## config.mk

```make
export PLATFORM = sky130hd
export DESIGN_NAME = nfc_host_frame_builder
export DESIGN_NICKNAME = d
export VERILOG_FILES = /design/src/hdl/nfc_pkg.sv /design/src/hdl/nfc_fb_front.sv /design/src/hdl/nfc_fb_seq.sv /design/src/hdl/nfc_host_frame_builder.sv
export SDC_FILE = /design/constraint.sdc
export NUM_CORES = 1
export LEC_CHECK = 0
export BUFFER_PORTS_ARGS = -buffer_cell sky130_fd_sc_hd__buf_4
export CAP_MARGIN = 20
export CORE_ASPECT_RATIO = 2
export CORE_MARGIN = 5
export CORE_UTILIZATION = 27
export CTS_BUF_LIST = sky130_fd_sc_hd__clkbuf_8
export DETAILED_ROUTE_END_ITERATION = 7
export SYNTH_ARGS = -nofsm -noshare
export SYNTH_HDL_FRONTEND = slang
export SYNTH_SLANG_ARGS = --single-unit
```

## constraint.sdc

```tcl
create_clock -name clk_i -period 6.3 [get_ports clk_i]
set_input_delay 0.63 -clock clk_i [delete_from_list [all_inputs] [get_ports clk_i]]
set_output_delay 0.63 -clock clk_i [all_outputs]
set_load 0.1 [all_outputs]
```

## src/hdl/nfc_pkg.sv

```systemverilog
// ----------------------------------------------------------------------------
// nfc_pkg: shared types and constants of the normal information frame builder
// Payload structs of both channels, the job handed from the front end to the
// sequencer, and the fixed frame bytes.
// ----------------------------------------------------------------------------
package nfc_pkg;

  // input item
  typedef struct packed {
    logic [7:0] data_byte;
    logic       start_of_frame;
    logic [7:0] payload_length;
  } nfc_in_t;

  // result item
  typedef struct packed {
    logic [7:0] out_byte;
    logic       status;
    logic       frame_end;
    logic       run_last;
  } nfc_out_t;

  // position of a result byte within a frame
  typedef enum logic [3:0] {
    POS_PRE0,
    POS_PRE1,
    POS_START,
    POS_LEN,
    POS_LCS,
    POS_TFI,
    POS_DATA,
    POS_DCS,
    POS_POST,
    POS_ERR
  } nfc_pos_e;

  // run of result bytes caused by one input item
  typedef struct packed {
    nfc_pos_e   first_pos;
    nfc_pos_e   last_pos;
    logic [7:0] data_byte;
    logic [7:0] len_byte;
    logic [7:0] tfi;
    logic [7:0] dcs;
  } nfc_job_t;

  localparam logic [7:0] TFI_RESET  = 8'hD4;
  localparam logic [7:0] PREAMBLE   = 8'h00;
  localparam logic [7:0] START_CODE = 8'hFF;
  localparam logic [7:0] POSTAMBLE  = 8'h00;
  localparam logic [7:0] ERR_BYTE   = 8'h00;

endpackage

```

## src/hdl/nfc_fb_front.sv

```systemverilog
// ----------------------------------------------------------------------------
// nfc_fb_front: frame state and job builder
// Holds the frame state and the TFI register, and turns each accepted input
// item that causes results into a job describing the run of result bytes.
// ----------------------------------------------------------------------------
module nfc_fb_front import nfc_pkg::*; #(
  parameter int MaxPayload = 254
) (
  input  logic       clk_i,
  input  logic       rst_ni,
  input  logic       in_valid_i,
  input  nfc_in_t    in_data_i,
  input  logic       cfg_we_i,
  input  logic [7:0] cfg_wdata_i,
  input  logic       job_ready_i,
  output logic       job_valid_o,
  output nfc_job_t   job_o
);

  logic [7:0] tfi_q;
  logic [7:0] bytes_left_q, bytes_left_d;
  logic [7:0] checksum_q, checksum_d;
  logic       drop_q, drop_d;
  logic       in_acc;
  logic       has_job;
  logic [7:0] len_eff;
  logic       too_long;

  assign in_acc   = in_valid_i && job_ready_i;
  assign len_eff  = (in_data_i.payload_length == 8'd0) ? 8'd1 : in_data_i.payload_length;
  assign too_long = len_eff > 8'(MaxPayload);

  // next frame state and job for the incoming item
  always_comb begin
    bytes_left_d    = bytes_left_q;
    checksum_d      = checksum_q;
    drop_d          = drop_q;
    has_job         = 1'b0;
    job_o           = '0;
    job_o.first_pos = POS_DATA;
    job_o.last_pos  = POS_DATA;
    job_o.data_byte = in_data_i.data_byte;
    job_o.len_byte  = len_eff + 8'd1;
    job_o.tfi       = tfi_q;
    if (in_data_i.start_of_frame) begin
      has_job = 1'b1;
      if (too_long) begin
        bytes_left_d    = 8'd0;
        checksum_d      = 8'd0;
        drop_d          = 1'b1;
        job_o.first_pos = POS_ERR;
        job_o.last_pos  = POS_ERR;
      end else begin
        bytes_left_d    = len_eff - 8'd1;
        checksum_d      = 8'd0 - tfi_q - in_data_i.data_byte;
        drop_d          = 1'b0;
        job_o.first_pos = POS_PRE0;
        job_o.last_pos  = (bytes_left_d == 8'd0) ? POS_POST : POS_DATA;
      end
    end else if (!drop_q && bytes_left_q != 8'd0) begin
      has_job        = 1'b1;
      bytes_left_d   = bytes_left_q - 8'd1;
      checksum_d     = checksum_q - in_data_i.data_byte;
      job_o.last_pos = (bytes_left_d == 8'd0) ? POS_POST : POS_DATA;
    end
    job_o.dcs = checksum_d;
  end

  assign job_valid_o = in_acc && has_job;

  // frame state registers
  always_ff @(posedge clk_i or negedge rst_ni) begin
    if (!rst_ni) begin
      bytes_left_q <= 8'd0;
      checksum_q   <= 8'd0;
      drop_q       <= 1'b0;
    end else if (in_acc) begin
      bytes_left_q <= bytes_left_d;
      checksum_q   <= checksum_d;
      drop_q       <= drop_d;
    end
  end

  // frame identifier register
  always_ff @(posedge clk_i or negedge rst_ni) begin
    if (!rst_ni) begin
      tfi_q <= TFI_RESET;
    end else if (cfg_we_i) begin
      tfi_q <= cfg_wdata_i;
    end
  end

  // a dropped frame never has payload bytes outstanding
  a_drop_empty: assert property (@(posedge clk_i) disable iff (!rst_ni)
    drop_q |-> bytes_left_q == 8'd0)
    else $error("dropping frame with bytes outstanding");

  // an error job is always a single result
  a_err_single: assert property (@(posedge clk_i) disable iff (!rst_ni)
    job_valid_o && job_o.first_pos == POS_ERR |-> job_o.last_pos == POS_ERR)
    else $error("error job spans more than one result");

endmodule

```

## src/hdl/nfc_fb_seq.sv

```systemverilog
// ----------------------------------------------------------------------------
// nfc_fb_seq: result sequencer and output register
// Holds one job, walks its byte positions one per cycle while the output is
// not stalled, and loads each result byte into the output register.
// ----------------------------------------------------------------------------
module nfc_fb_seq import nfc_pkg::*; (
  input  logic     clk_i,
  input  logic     rst_ni,
  input  logic     job_valid_i,
  input  nfc_job_t job_i,
  output logic     job_ready_o,
  output logic     out_valid_o,
  output nfc_out_t out_data_o,
  input  logic     out_stall_i
);

  nfc_job_t job_q;
  logic     job_valid_q;
  nfc_pos_e pos_q, pos_d;
  nfc_out_t out_q, out_d;
  logic     out_valid_q;
  logic     out_load;
  logic     emit;
  logic     pop;
  logic     last;

  assign out_load    = !out_valid_q || !out_stall_i;
  assign emit        = job_valid_q && out_load;
  assign last        = pos_q == job_q.last_pos;
  assign pop         = emit && last;
  assign job_ready_o = !job_valid_q || pop;

  // next position
  always_comb begin
    pos_d = pos_q;
    if (job_valid_i && job_ready_o) begin
      pos_d = job_i.first_pos;
    end else if (emit && !last) begin
      pos_d = nfc_pos_e'(pos_q + 4'd1);
    end
  end

  // result byte for the current position
  always_comb begin
    out_d          = '0;
    out_d.run_last = last;
    case (pos_q)
      POS_PRE0, POS_PRE1: out_d.out_byte = PREAMBLE;
      POS_START:          out_d.out_byte = START_CODE;
      POS_LEN:            out_d.out_byte = job_q.len_byte;
      POS_LCS:            out_d.out_byte = 8'd0 - job_q.len_byte;
      POS_TFI:            out_d.out_byte = job_q.tfi;
      POS_DATA:           out_d.out_byte = job_q.data_byte;
      POS_DCS:            out_d.out_byte = job_q.dcs;
      POS_POST: begin
        out_d.out_byte  = POSTAMBLE;
        out_d.frame_end = 1'b1;
      end
      POS_ERR: begin
        out_d.out_byte  = ERR_BYTE;
        out_d.status    = 1'b1;
        out_d.frame_end = 1'b1;
      end
      default:            out_d.out_byte = ERR_BYTE;
    endcase
  end

  // job register and position
  always_ff @(posedge clk_i or negedge rst_ni) begin
    if (!rst_ni) begin
      job_valid_q <= 1'b0;
      pos_q       <= POS_PRE0;
    end else begin
      pos_q <= pos_d;
      if (job_valid_i && job_ready_o) begin
        job_valid_q <= 1'b1;
      end else if (pop) begin
        job_valid_q <= 1'b0;
      end
    end
  end

  always_ff @(posedge clk_i) begin
    if (job_valid_i && job_ready_o) begin
      job_q <= job_i;
    end
  end

  // output register
  always_ff @(posedge clk_i or negedge rst_ni) begin
    if (!rst_ni) begin
      out_valid_q <= 1'b0;
    end else if (out_load) begin
      out_valid_q <= emit;
    end
  end

  always_ff @(posedge clk_i) begin
    if (emit) begin
      out_q <= out_d;
    end
  end

  assign out_valid_o = out_valid_q;
  assign out_data_o  = out_q;

  // position never runs past the end of its job
  a_pos_bound: assert property (@(posedge clk_i) disable iff (!rst_ni)
    job_valid_q |-> pos_q <= job_q.last_pos)
    else $error("sequencer position beyond job end");

  // the closing byte of a frame ends its run
  a_end_last: assert property (@(posedge clk_i) disable iff (!rst_ni)
    out_valid_q && out_q.frame_end |-> out_q.run_last)
    else $error("frame end not on last result of its item");

  // a stalled output freezes the sequencer
  a_stall_hold: assert property (@(posedge clk_i) disable iff (!rst_ni)
    out_valid_q && out_stall_i && job_valid_q |=> $stable(pos_q) && job_valid_q)
    else $error("sequencer advanced under output stall");

endmodule

```

## src/hdl/nfc_host_frame_builder.sv

```systemverilog
// ----------------------------------------------------------------------------
// nfc_host_frame_builder: normal information frame builder, host direction
// Wraps a command payload, one byte per input transfer, in a normal frame.
// ----------------------------------------------------------------------------
// Usage:
//   Input channel (in_valid_i / in_stall_o / in_data_i) takes one payload byte
//   per transfer; start_of_frame marks the first byte and carries the length.
//   Output channel (out_valid_o / out_stall_i / out_data_o) gives the framed
//   byte stream; run_last flags the last byte caused by one input transfer.
//   cfg_we_i / cfg_wdata_i write the TFI byte; it is sampled when a frame
//   starts, so write it between frames.
//   The first result of an input transfer passes through the job register
//   and then the output register. The sequencer emits one result byte per
//   cycle while the output is not stalled. An input transfer causes 1 result
//   for a pass-through byte, 3 for the last byte (data, DCS, postamble), 7 or
//   9 for a start byte and 1 for a too-long start; other bytes cause none.
//   Reset clears the frame state and the output, and sets TFI to 0xD4.
//   When the receiver stalls, the output byte holds and the input channel
//   stalls once the one-job buffer is full.
// ----------------------------------------------------------------------------
module nfc_host_frame_builder import nfc_pkg::*; #(
  parameter int MaxPayload = 254
) (
  input  logic       clk_i,
  input  logic       rst_ni,
  input  logic       in_valid_i,
  output logic       in_stall_o,
  input  nfc_in_t    in_data_i,
  output logic       out_valid_o,
  input  logic       out_stall_i,
  output nfc_out_t   out_data_o,
  input  logic       cfg_we_i,
  input  logic [7:0] cfg_wdata_i
);

  logic     job_valid;
  logic     job_ready;
  nfc_job_t job;

  assign in_stall_o = !job_ready;

  // frame state and job builder
  nfc_fb_front #(
    .MaxPayload(MaxPayload)
  ) u_front (
    .clk_i       (clk_i),
    .rst_ni      (rst_ni),
    .in_valid_i  (in_valid_i),
    .in_data_i   (in_data_i),
    .cfg_we_i    (cfg_we_i),
    .cfg_wdata_i (cfg_wdata_i),
    .job_ready_i (job_ready),
    .job_valid_o (job_valid),
    .job_o       (job)
  );

  // result sequencer
  nfc_fb_seq u_seq (
    .clk_i       (clk_i),
    .rst_ni      (rst_ni),
    .job_valid_i (job_valid),
    .job_i       (job),
    .job_ready_o (job_ready),
    .out_valid_o (out_valid_o),
    .out_data_o  (out_data_o),
    .out_stall_i (out_stall_i)
  );

endmodule
```

==> run metrics, run 1 <==
Seq cells post-synth=77; setup_tns=0 ns; Netlist Area Pre-Place=4690 um^2; Reg clk slew, reported paths=0.08 ns; Mapped Nets=521; Die ar.=20300 um^2; root buffer cell=clkbuf_8; io pins=43; Slew Limit Fails=0; ant diodes=0; LEAKAGE=2.18 nW; RSZ-0062 raised after global routing=false; Synth cell types=72; max-cap viol count=0; CTS buffer count=9; CORE AREA=17200 um^2; register area share after synthesis=0.461; Final Cycle Share=0.496; crit path DAT=3.38 ns; r2r worst-path depth=7; # rows=68; Via Count=3561; Hold Buf Count CTS=0; crit start category=register; final cell count without fillers=708; CTS sink cnt=77; CTS tree=built; number of remaining DRC errors=0; Chip Height=196 um; vias in the first global route=3815; critical path required time=6.56 ns; most frequent cell after synthesis=edfxtp_1; Yosys top cell area share=0.295; Detail Placement HPWL=9740 um; Initial Utilization=0.273; Total Routing Usage GR=0.126; Synth top cells by count=edfxtp_1, inv_1, o21ai_0; Yosys warnings=0; setup bufs post-CTS=0; cell taking the most area after synthesis=edfxtp_1; Gate Count Post-Synth=459; wire per inst=17.3 um; Area contributors post-synth=edfxtp_1, dfrtp_1, ha_1; Port Buffers=42; Fmax=320 MHz; initial drt markers=204; dominant synthesized flop cell=edfxtp_1; VDD IR max=0.119 mV; syn avg cell area=10.2 um^2; nets@finish=555; area delta synth->final=15.0%; router iterations before antenna repair=5; Min-Delay Path Class=in2async; Setup-failing EPs final=0; vias per inst=5.03; largest net degree at the start of global routing=45; endpoint type of the worst setup path=register; worst skew pair latency=0.37 ns; Post-CTS Resized=0; max_slew headroom=0.372; Placer Congestion=0.864; Final Hold Viols=0; Die Width=103 um; kind of critical path=reg2reg; placed cell count=692; proportion of layout cells with a drive suffix above 1=0.167; outcome=finished, final reports clean; EDFF count, synth=46; post-layout util=0.314; Clock Skew=0.00926 ns; grt total ovfl=0; pwr dens=446 nW/um^2; number of antenna violations at the first check in global routing=0; Tmin final=3.12 ns; Tightest Pin Transition=0.938 ns; ANT nets after route=0; fraction of registers with async set or reset after synthesis=0.403; CTS max path bufs=2; worst-path fanout max=44; WL final=12200 um; H-tree depth=3; first-pass GRT wire length=19400 um
[critical path: stages (launching register included)]
cell,delay [ns]
dfrtp_1,0.69
xnor2_1,0.21
o2111a_1,0.30
o21a_2,0.32
o21ai_2,0.24
inv_2,0.72
o21ai_0,0.25
a22o_1,0.28
[flip-flops by register name, summed over array words and instances (netlist names), 4 cells and up]
signal                flops
u_seq.job_q              35
u_seq.out_data_o         11
u_front.bytes_left_q      8
u_front.checksum_q        8
u_front.tfi_q             8
u_seq.pos_q               4
[per-layer routing]
| layer | routed length, um | vias up | global-route usage | share of wire |
|---|---|---|---|---|
| met5 | 0 | - | 0 | 0 |
| met4 | 563 | 0 | 0.0711 | 0.046 |
| met3 | 398 | 29 | 0.0241 | 0.033 |
| met2 | 7080 | 83 | 0.239 | 0.58 |
| met1 | 4210 | 1704 | 0.120 | 0.34 |
| li1 | - | 1745 | - | - |
[cell families after synthesis]
kind of cell	Yosys count	synth area share
mux	12	0.0286
flops	77	0.461
xor+xnor	27	0.0505
compound gates	136	0.200
simple gates	116	0.119
buf+inv	59	0.0521
fa+ha+maj	32	0.0886
[path summary, 6_finish.rpt]
kind / from / to / slack (ns)
min: rst_ni / u_front.bytes_left_q[4] / 0.20
min in group clk_i: in_data_i[13] / u_seq.job_q[28] / 0.45
min reg2reg: u_front.tfi_q[0] / u_seq.job_q[8] / 0.46
max reg2reg: u_seq.pos_q[3] / u_front.bytes_left_q[5] / 3.18
max in group asynchronous: rst_ni / u_front.tfi_q[6] / 5.72
max: u_seq.pos_q[3] / u_front.bytes_left_q[5] / 3.18
[area by class of cell]
type                    instances  area, um^2
clock buffers                  10         138
clock inverters                 6        78.8
flip-flops and latches         77        2160
well taps                     210         263
inverters                      39         146
repair buffers                 43         323
fillers                      1770       11800
multi-input cells             323        2280
[where the power goes]
| part | switching (mW) | leakage, nW | total, mW | internal [mW] |
|---|---|---|---|---|
| combinational | 0.748 | 1.29 | 1.13 | 0.383 |
| clock | 0.185 | 0.113 | 0.415 | 0.230 |
| sequential | 0.136 | 0.784 | 0.858 | 0.723 |
| total | 1.07 | 2.18 | 2.40 | 1.34 |
[stage by stage]
| step | worst slack [ns] | area, um^2 | power [mW] | hold slack, ns |
|---|---|---|---|---|
| after floorplan | 3.09 | 4690 | 1.72 | 0.334 |
| after global placement | 3.35 | 5170 | 1.97 | 0.442 |
| after detailed placement | 3.24 | 5170 | 2.00 | 0.452 |
| after CTS | 3.21 | 5390 | 2.42 | 0.208 |
| after global routing | 2.95 | 5390 | 2.55 | 0.216 |
| final | 3.18 | 5390 | 2.40 | 0.197 |
[cell usage in the layout, fill, tap and decap left out, drive strengths merged, types with 4 or more instances in the layout]
master	instances
buf	43
edfxtp	46
ha	30
o22ai	8
o21ai	42
mux2	8
inv	41
dfstp	4
xnor2	16
nor3b	4
a22o	7
clkbuf	10
a21oi	25
a22oi	5
mux2i	4
nand3	10
nor3	15
nor2	33
and3	6
nor2b	4
nand2	36
xor2	11
dfrtp	27
o21a	8
a31oi	4
Power figures use the tool's default switching activity.
==> run 2, diff against run 1 <==
==> constraint.sdc (replaced) <==
create_clock -name clk_i -period 2.93 [get_ports clk_i]
set_input_delay 0.293 -clock clk_i [delete_from_list [all_inputs] [get_ports clk_i]]
set_output_delay 0.293 -clock clk_i [all_outputs]
set_load 0.1 [all_outputs]
==> run metrics, run 2 (synthesis results as in run 1) <==
reg2reg end=u_seq.job_q[9] (was u_front.bytes_left_q[5]); Final Hold Viols=0 (unchanged); Final Cycle Share=0.848 (was 0.496); proportion of layout cells with a drive suffix above 1=0.182 (was 0.167); Seq pwr share=0.350 (was 0.357); Setup-failing EPs final=0 (unchanged); Filler cells=1780 (was 1770); total power=5.09 mW (was 2.40 mW); pwr dens=940 nW/um^2 (was 446 nW/um^2); Slew Limit Fails=0 (unchanged); P_sw=2.36 mW (was 1.07 mW); Reg clk slew, reported paths=0.09 ns (was 0.08 ns); worst skew pair latency=0.37 ns (about the same); multi-input combinational cell area=2280 um^2 (unchanged); nets@finish=562 (was 555); CTS sink cnt=77 (unchanged); Chip Height=196 um (unchanged); Tmin final=2.48 ns (was 3.12 ns); Die ar.=20300 um^2 (unchanged); ant diodes=0 (unchanged); CORE AREA=17200 um^2 (unchanged); outcome=finished, final reports clean (unchanged); r2r startpoint=u_front.bytes_left_q[2] (was u_seq.pos_q[3]); endpoint type of the worst setup path=register (unchanged); Post-CTS Resized=0 (unchanged); vias in the first global route=3776 (was 3815); pre-CTS setup slack=0.475 ns (was 3.24 ns); WL final=11900 um (was 12200 um); ANT nets after route=0 (unchanged); max-cap viol count=0 (unchanged); H-tree depth=3 (unchanged); area delta synth->final=15.5% (was 15.0%); Port Buffers=42 (unchanged); switching fraction of total power=0.463 (was 0.444); register area=2160 um^2 (unchanged); Die Width=103 um (unchanged); CTS tree=built (unchanged); most frequent cells in the layout=buf_4, edfxtp_1, inv_1 (was edfxtp_1, buf_4, inv_1); Placer Congestion=0.855 (was 0.864); Clock Skew=0.0174 ns (was 0.00926 ns); kind of critical path=reg2reg (unchanged); setup_tns=0 ns (unchanged); worst-path fanout max=24 (was 44); Clock power frac=0.150 (was 0.172); root buffer cell=clkbuf_8 (unchanged); Hold Path Stages=1; CTS max path bufs=2 (unchanged); Setup WS post-layout=0.446 ns (was 3.18 ns); Total Routing Usage GR=0.122 (was 0.126); final cell count without fillers=715 (was 708); grt total ovfl=0 (unchanged); Min-Delay Path Class=in2reg (was in2async); Top reg by flops=u_seq.job_q (unchanged); placed cell count=698 (was 692); first-pass GRT wire length=18800 um (was 19400 um); largest net degree at the start of global routing=32 (was 45); crit start category=register (unchanged); initial drt markers=248 (was 204); CTS buffer count=9 (unchanged); router iterations before antenna repair=7 (was 5); most common cell after layout, fill and taps aside=buf_4 (was edfxtp_1); hold endpoint=u_seq.job_q[30]; Initial Utilization=0.273 (unchanged); LEAKAGE=2.19 nW (was 2.18 nW); wire per inst=16.6 um (was 17.3 um); Via Count=3669 (was 3561); reg-to-reg slack, setup=0.45 ns (was 3.18 ns); vias per inst=5.13 (was 5.03); io pins=43 (unchanged); number of flip-flops in the largest register=35 (unchanged); number of remaining DRC errors=0 (unchanged); number of antenna violations at the first check in global routing=0 (unchanged); Hold Path Origin=in_data_i[15]; post-layout util=0.315 (was 0.314); crit path DAT=2.58 ns (was 3.38 ns); Detail Placement HPWL=9450 um (was 9740 um); combinational power share=0.500 (was 0.471); RSZ-0062 raised after global routing=false (unchanged); # rows=68 (unchanged); Fmax=403 MHz (was 320 MHz); critical path required time=3.03 ns (was 6.56 ns); max_slew headroom=0.375 (was 0.372); r2r worst-path depth=5 (was 7); P_int=2.73 mW (was 1.34 mW); Tightest Pin Transition=0.934 ns (was 0.938 ns); VDD IR max=0.365 mV (was 0.119 mV)
==> run 2: cell count changes in the layout (fill, tap and decap cells not counted) <==
cell | before | now
inv_8 | 0 | 1
clkinvlp_4 | 1 | 2
clkinv_2 | 0 | 1
dlygate4sd3_1 | 0 | 1
clkbuf_8 | 10 | 9
inv_1 | 40 | 38
buf_4 | 43 | 49
clkinv_1 | 1 | 0
bufinv_16 | 2 | 0
inv_6 | 0 | 2
clkinv_4 | 0 | 1
==> run 2: cell type report <==
cell class,count,area share
multi-input combinational,323,0.422
sequential,77,0.400
timing repair buffer,50,0.0698
tap,210,0.0486
inverter,39,0.0271
clock buffer,9,0.0229
clock inverter,7,0.0106
==> run 2: what timing repair did <==
| action | CTS | global route |
|---|---|---|
| buffers inserted | 0 | 0 |
| hold buffers | 1 | 0 |
| hold endpoints to repair | 27 | 0 |
==> run 2: worst max-delay path by stage <==
stage | from | endpoint | slack (ns) | cells after the start
after global routing | u_front.bytes_left_q[2] | u_seq.job_q[27] | 0.32 | 5
after global placement | in_data_i[5] | u_seq.job_q[34] | 0.51 | 9
after CTS | u_front.bytes_left_q[2] | u_seq.job_q[9] | 0.45 | 5
final | u_front.bytes_left_q[2] | u_seq.job_q[9] | 0.45 | 5
after floorplan | u_seq.out_valid_o | in_stall_o | 0.06 | 3
after detailed placement | u_front.bytes_left_q[2] | u_seq.job_q[11] | 0.48 | 5
==> run 2: critical path, stage by stage, from the launching register on <==
cell and delay (ns):
dfrtp_1 0.48, nor3_4 0.34, a41oi_4 0.24, o21ai_2 0.50, inv_2 0.33, buf_4 0.32
==> run 2: per-layer routing <==
layer | wire (um) | GRT usage | vias up
met5 | 0 | 0 | -
met4 | 809 | 0.0927 | 0
met3 | 416 | 0.0188 | 38
met2 | 6570 | 0.223 | 107
met1 | 4070 | 0.116 | 1765
li1 | - | - | 1759
==> run 2: per-stage QoR <==
step,hold WS (ns),cell area (um^2)
finish,0.119,5410
global route,0.0974,5410
CTS,0.101,5410
detailed placement,0.278,5220
global placement,0.274,5220
floorplan,-0.00259,4690
==> run 2: power groups by stage <==
stage	clock, mW	sequential (mW)	combinational [mW]
2_1_floorplan	0	2.28	1.42
3_3_place_gp	0	1.79	2.50
3_5_place_dp	0	1.80	2.54
4_1_cts	0.793	1.78	2.55
5_1_grt	0.834	1.82	2.75
6_report	0.762	1.78	2.55
==> run 3, diff against run 2 <==
--- a/config.mk
+++ b/config.mk
@@ -5,6 +5,7 @@
 export SDC_FILE = /design/constraint.sdc
 export NUM_CORES = 1
 export LEC_CHECK = 0
+export ABC_AREA = 1
 export BUFFER_PORTS_ARGS = -buffer_cell sky130_fd_sc_hd__buf_4
 export CAP_MARGIN = 20
 export CORE_ASPECT_RATIO = 2
==> constraint.sdc (replaced) <==
create_clock -name clk_i -period 2.2 [get_ports clk_i]
set_input_delay 0.22 -clock clk_i [delete_from_list [all_inputs] [get_ports clk_i]]
set_output_delay 0.22 -clock clk_i [all_outputs]
set_load 0.1 [all_outputs]
==> run metrics, run 3 <==
Placer Congestion=0.895 (was 0.855); CP top delay family=adder cells (was compound AO/OA/AOI/OAI gates); Synth cell types=44 (was 72); number of antenna violations at the first check in global routing=0 (unchanged); Yosys top cell area share=0.291 (was 0.295); CTS sink cnt=77 (unchanged); io pins=43 (unchanged); WL final=12300 um (was 11900 um); post-layout util=0.326 (was 0.315); first-pass GRT wire length=19500 um (was 18800 um); setup_tns=0 ns (unchanged); pwr dens=1250 nW/um^2 (was 940 nW/um^2); crit start category=register (unchanged); kind of critical path=reg2reg (unchanged); Detail Placement HPWL=9940 um (was 9450 um); pre-CTS setup slack=0.0558 ns (was 0.475 ns); Port Buffers=42 (unchanged); critical path required time=2.30 ns (was 3.03 ns); Mapped Nets=606 (was 521); Yosys warnings=0 (unchanged); router iterations before antenna repair=4 (was 7); LEAKAGE=2.63 nW (was 2.19 nW); dominant synthesized flop cell=edfxtp_1 (unchanged); Netlist Area Pre-Place=4750 um^2 (was 4690 um^2); Tightest Pin Transition=0.464 ns (was 0.934 ns); endpoint type of the worst setup path=register (unchanged); Min-Delay Path Class=in2reg (unchanged); CTS max path bufs=2 (unchanged); Seq cells post-synth=77 (unchanged); largest net degree at the start of global routing=38 (was 32); critical-path cell list=inv_1 -> ha_1 -> ha_1 -> a31oi_1 -> xor2_1 -> o21ai_1 (was nor3_4 -> a41oi_4 -> o21ai_2 -> inv_2 -> buf_4); ANT nets after route=0 (unchanged); Total Routing Usage GR=0.122 (about the same); Top reg by flops=u_seq.job_q (unchanged); Via Count=3767 (was 3669); ant diodes=0 (unchanged); most frequent cell after synthesis=nand2_1 (was edfxtp_1); Die Width=104 um (was 103 um); Synth top cells by count=nand2_1, inv_1, edfxtp_1 (was edfxtp_1, inv_1, o21ai_0); Clock Skew=0.0130 ns (was 0.0174 ns); register area share after synthesis=0.455 (was 0.461); EDFF count, synth=46 (unchanged); Setup-failing EPs final=0 (unchanged); Reg clk slew, reported paths=0.09 ns (about the same); area delta synth->final=18.6% (was 15.5%); number of flip-flops in the largest register=35 (unchanged); max-cap viol count=0 (unchanged); initial drt markers=137 (was 248); fraction of registers with async set or reset after synthesis=0.403 (unchanged); CTS buffer count=9 (unchanged); root buffer cell=clkbuf_8 (unchanged); vias per inst=4.59 (was 5.13); cell taking the most area after synthesis=edfxtp_1 (unchanged); worst-path fanout max=2 (was 24); Slew Limit Fails=0 (unchanged); CORE AREA=17300 um^2 (was 17200 um^2); Final Hold Viols=0 (unchanged); vias in the first global route=3985 (was 3776); biggest cell delay along the critical path=0.53 ns (was 0.50 ns); proportion of layout cells with a drive suffix above 1=0.206 (was 0.182); wire per inst=15.0 um (was 16.6 um); VDD IR max=0.307 mV (was 0.365 mV); CTS tree=built (unchanged); Area contributors post-synth=edfxtp_1, dfrtp_1, nand2_1 (was edfxtp_1, dfrtp_1, ha_1); Initial Utilization=0.275 (was 0.273); # rows=68 (unchanged); Die ar.=20500 um^2 (was 20300 um^2); Setup WS post-layout=0.116 ns (was 0.446 ns); Fmax=480 MHz (was 403 MHz); syn avg cell area=8.74 um^2 (was 10.2 um^2); worst path buffer plus inverter count=1 (was 2); fin area=5640 um^2 (was 5410 um^2); max_slew headroom=0.691 (was 0.375); most common cell after layout, fill and taps aside=nand2_1 (was buf_4); slowest CP cell=dfstp_2 (was o21ai_2); RSZ-0062 raised after global routing=false (unchanged); crit-path most repeated cell=ha_1; crit path DAT=2.19 ns (was 2.58 ns); Area after DPL=5410 um^2 (was 5220 um^2); nets@finish=668 (was 562); number of remaining DRC errors=0 (unchanged); Final Cycle Share=0.947 (was 0.848); Filler cells=1784 (was 1780); most frequent cells in the layout=nand2_1, inv_1, buf_4 (was buf_4, edfxtp_1, inv_1); H-tree depth=3 (unchanged); outcome=finished, final reports clean (unchanged); Chip Height=198 um (was 196 um); grt total ovfl=0 (unchanged); worst skew pair latency=0.37 ns (about the same); Gate Count Post-Synth=544 (was 459); Tmin final=2.08 ns (was 2.48 ns)
==> run 3: kinds of logic (layout without fill, tap and decap cells) <==
kind of cell	after synthesis	in the layout	synth area share
XOR/XNOR	24	24	0.0458
multiplexers	2	2	0.00474
buffers and inverters	90	157	0.0763
AND/OR/NAND/NOR	249	249	0.231
adder cells (fa/ha/maj)	32	32	0.0874
flip-flops	77	77	0.455
AO/OA/AOI/OAI	70	70	0.100
==> run 3: per-stage QoR <==
step	instances	power [mW]	hold slack, ns
floorplan	544	5.10	-0.0756
global placement	804	6.03	0.205
detailed placement	804	6.04	0.205
CTS	821	7.12	0.0334
global route	821	7.57	0.0339
finish	821	7.07	0.0472
==> run 3: what timing repair did <==
action                                 CTS  global route
setup buffers                            0             0
gates resized for setup                  0             8
hold buffers                             1             0
setup endpoints to repair                0             9
endpoints found under the hold margin   27             0
==> run 3: area by class of cell <==
| type | count | area (um^2) | share of cell area |
|---|---|---|---|
| Sequential cell | 77 | 2160 | 0.383 |
| Tap cell | 210 | 263 | 0.0466 |
| Inverter | 83 | 312 | 0.0553 |
| Timing Repair Buffer | 58 | 450 | 0.0799 |
| Clock buffer | 9 | 124 | 0.0220 |
| Multi-Input combinational cell | 377 | 2260 | 0.402 |
| Clock inverter | 7 | 62.6 | 0.0111 |
==> run 3: final timing paths <==
kind                             startpoint           endpoint  slack (ns)  cells after the start
max reg2reg                u_front.tfi_q[2]     u_seq.job_q[4]        0.12                      6
min                           in_data_i[11]    u_seq.job_q[26]        0.05                      1
min reg2reg                u_front.tfi_q[0]     u_seq.job_q[8]        0.46                      0
max                        u_front.tfi_q[2]     u_seq.job_q[4]        0.12                      6
min in group asynchronous            rst_ni  u_seq.job_valid_q        0.34                      2
max in group asynchronous            rst_ni   u_front.tfi_q[6]        1.49                      2
==> run 3: where the power goes <==
group          leakage [nW]  total, mW  switching, mW  internal, mW
Clock                 0.103       1.05          0.538         0.512
Sequential            0.802       2.38          0.293          2.09
Combinational          1.72       3.63           2.46          1.17
Total                  2.63       7.07           3.29          3.77
==> run 3: routing by layer <==
metal	share of wire	GRT usage	up-vias
li1	-	-	1916
met1	0.34	0.108	1739
met2	0.58	0.243	80
met3	0.028	0.0167	32
met4	0.053	0.0850	0
met5	0	0	-
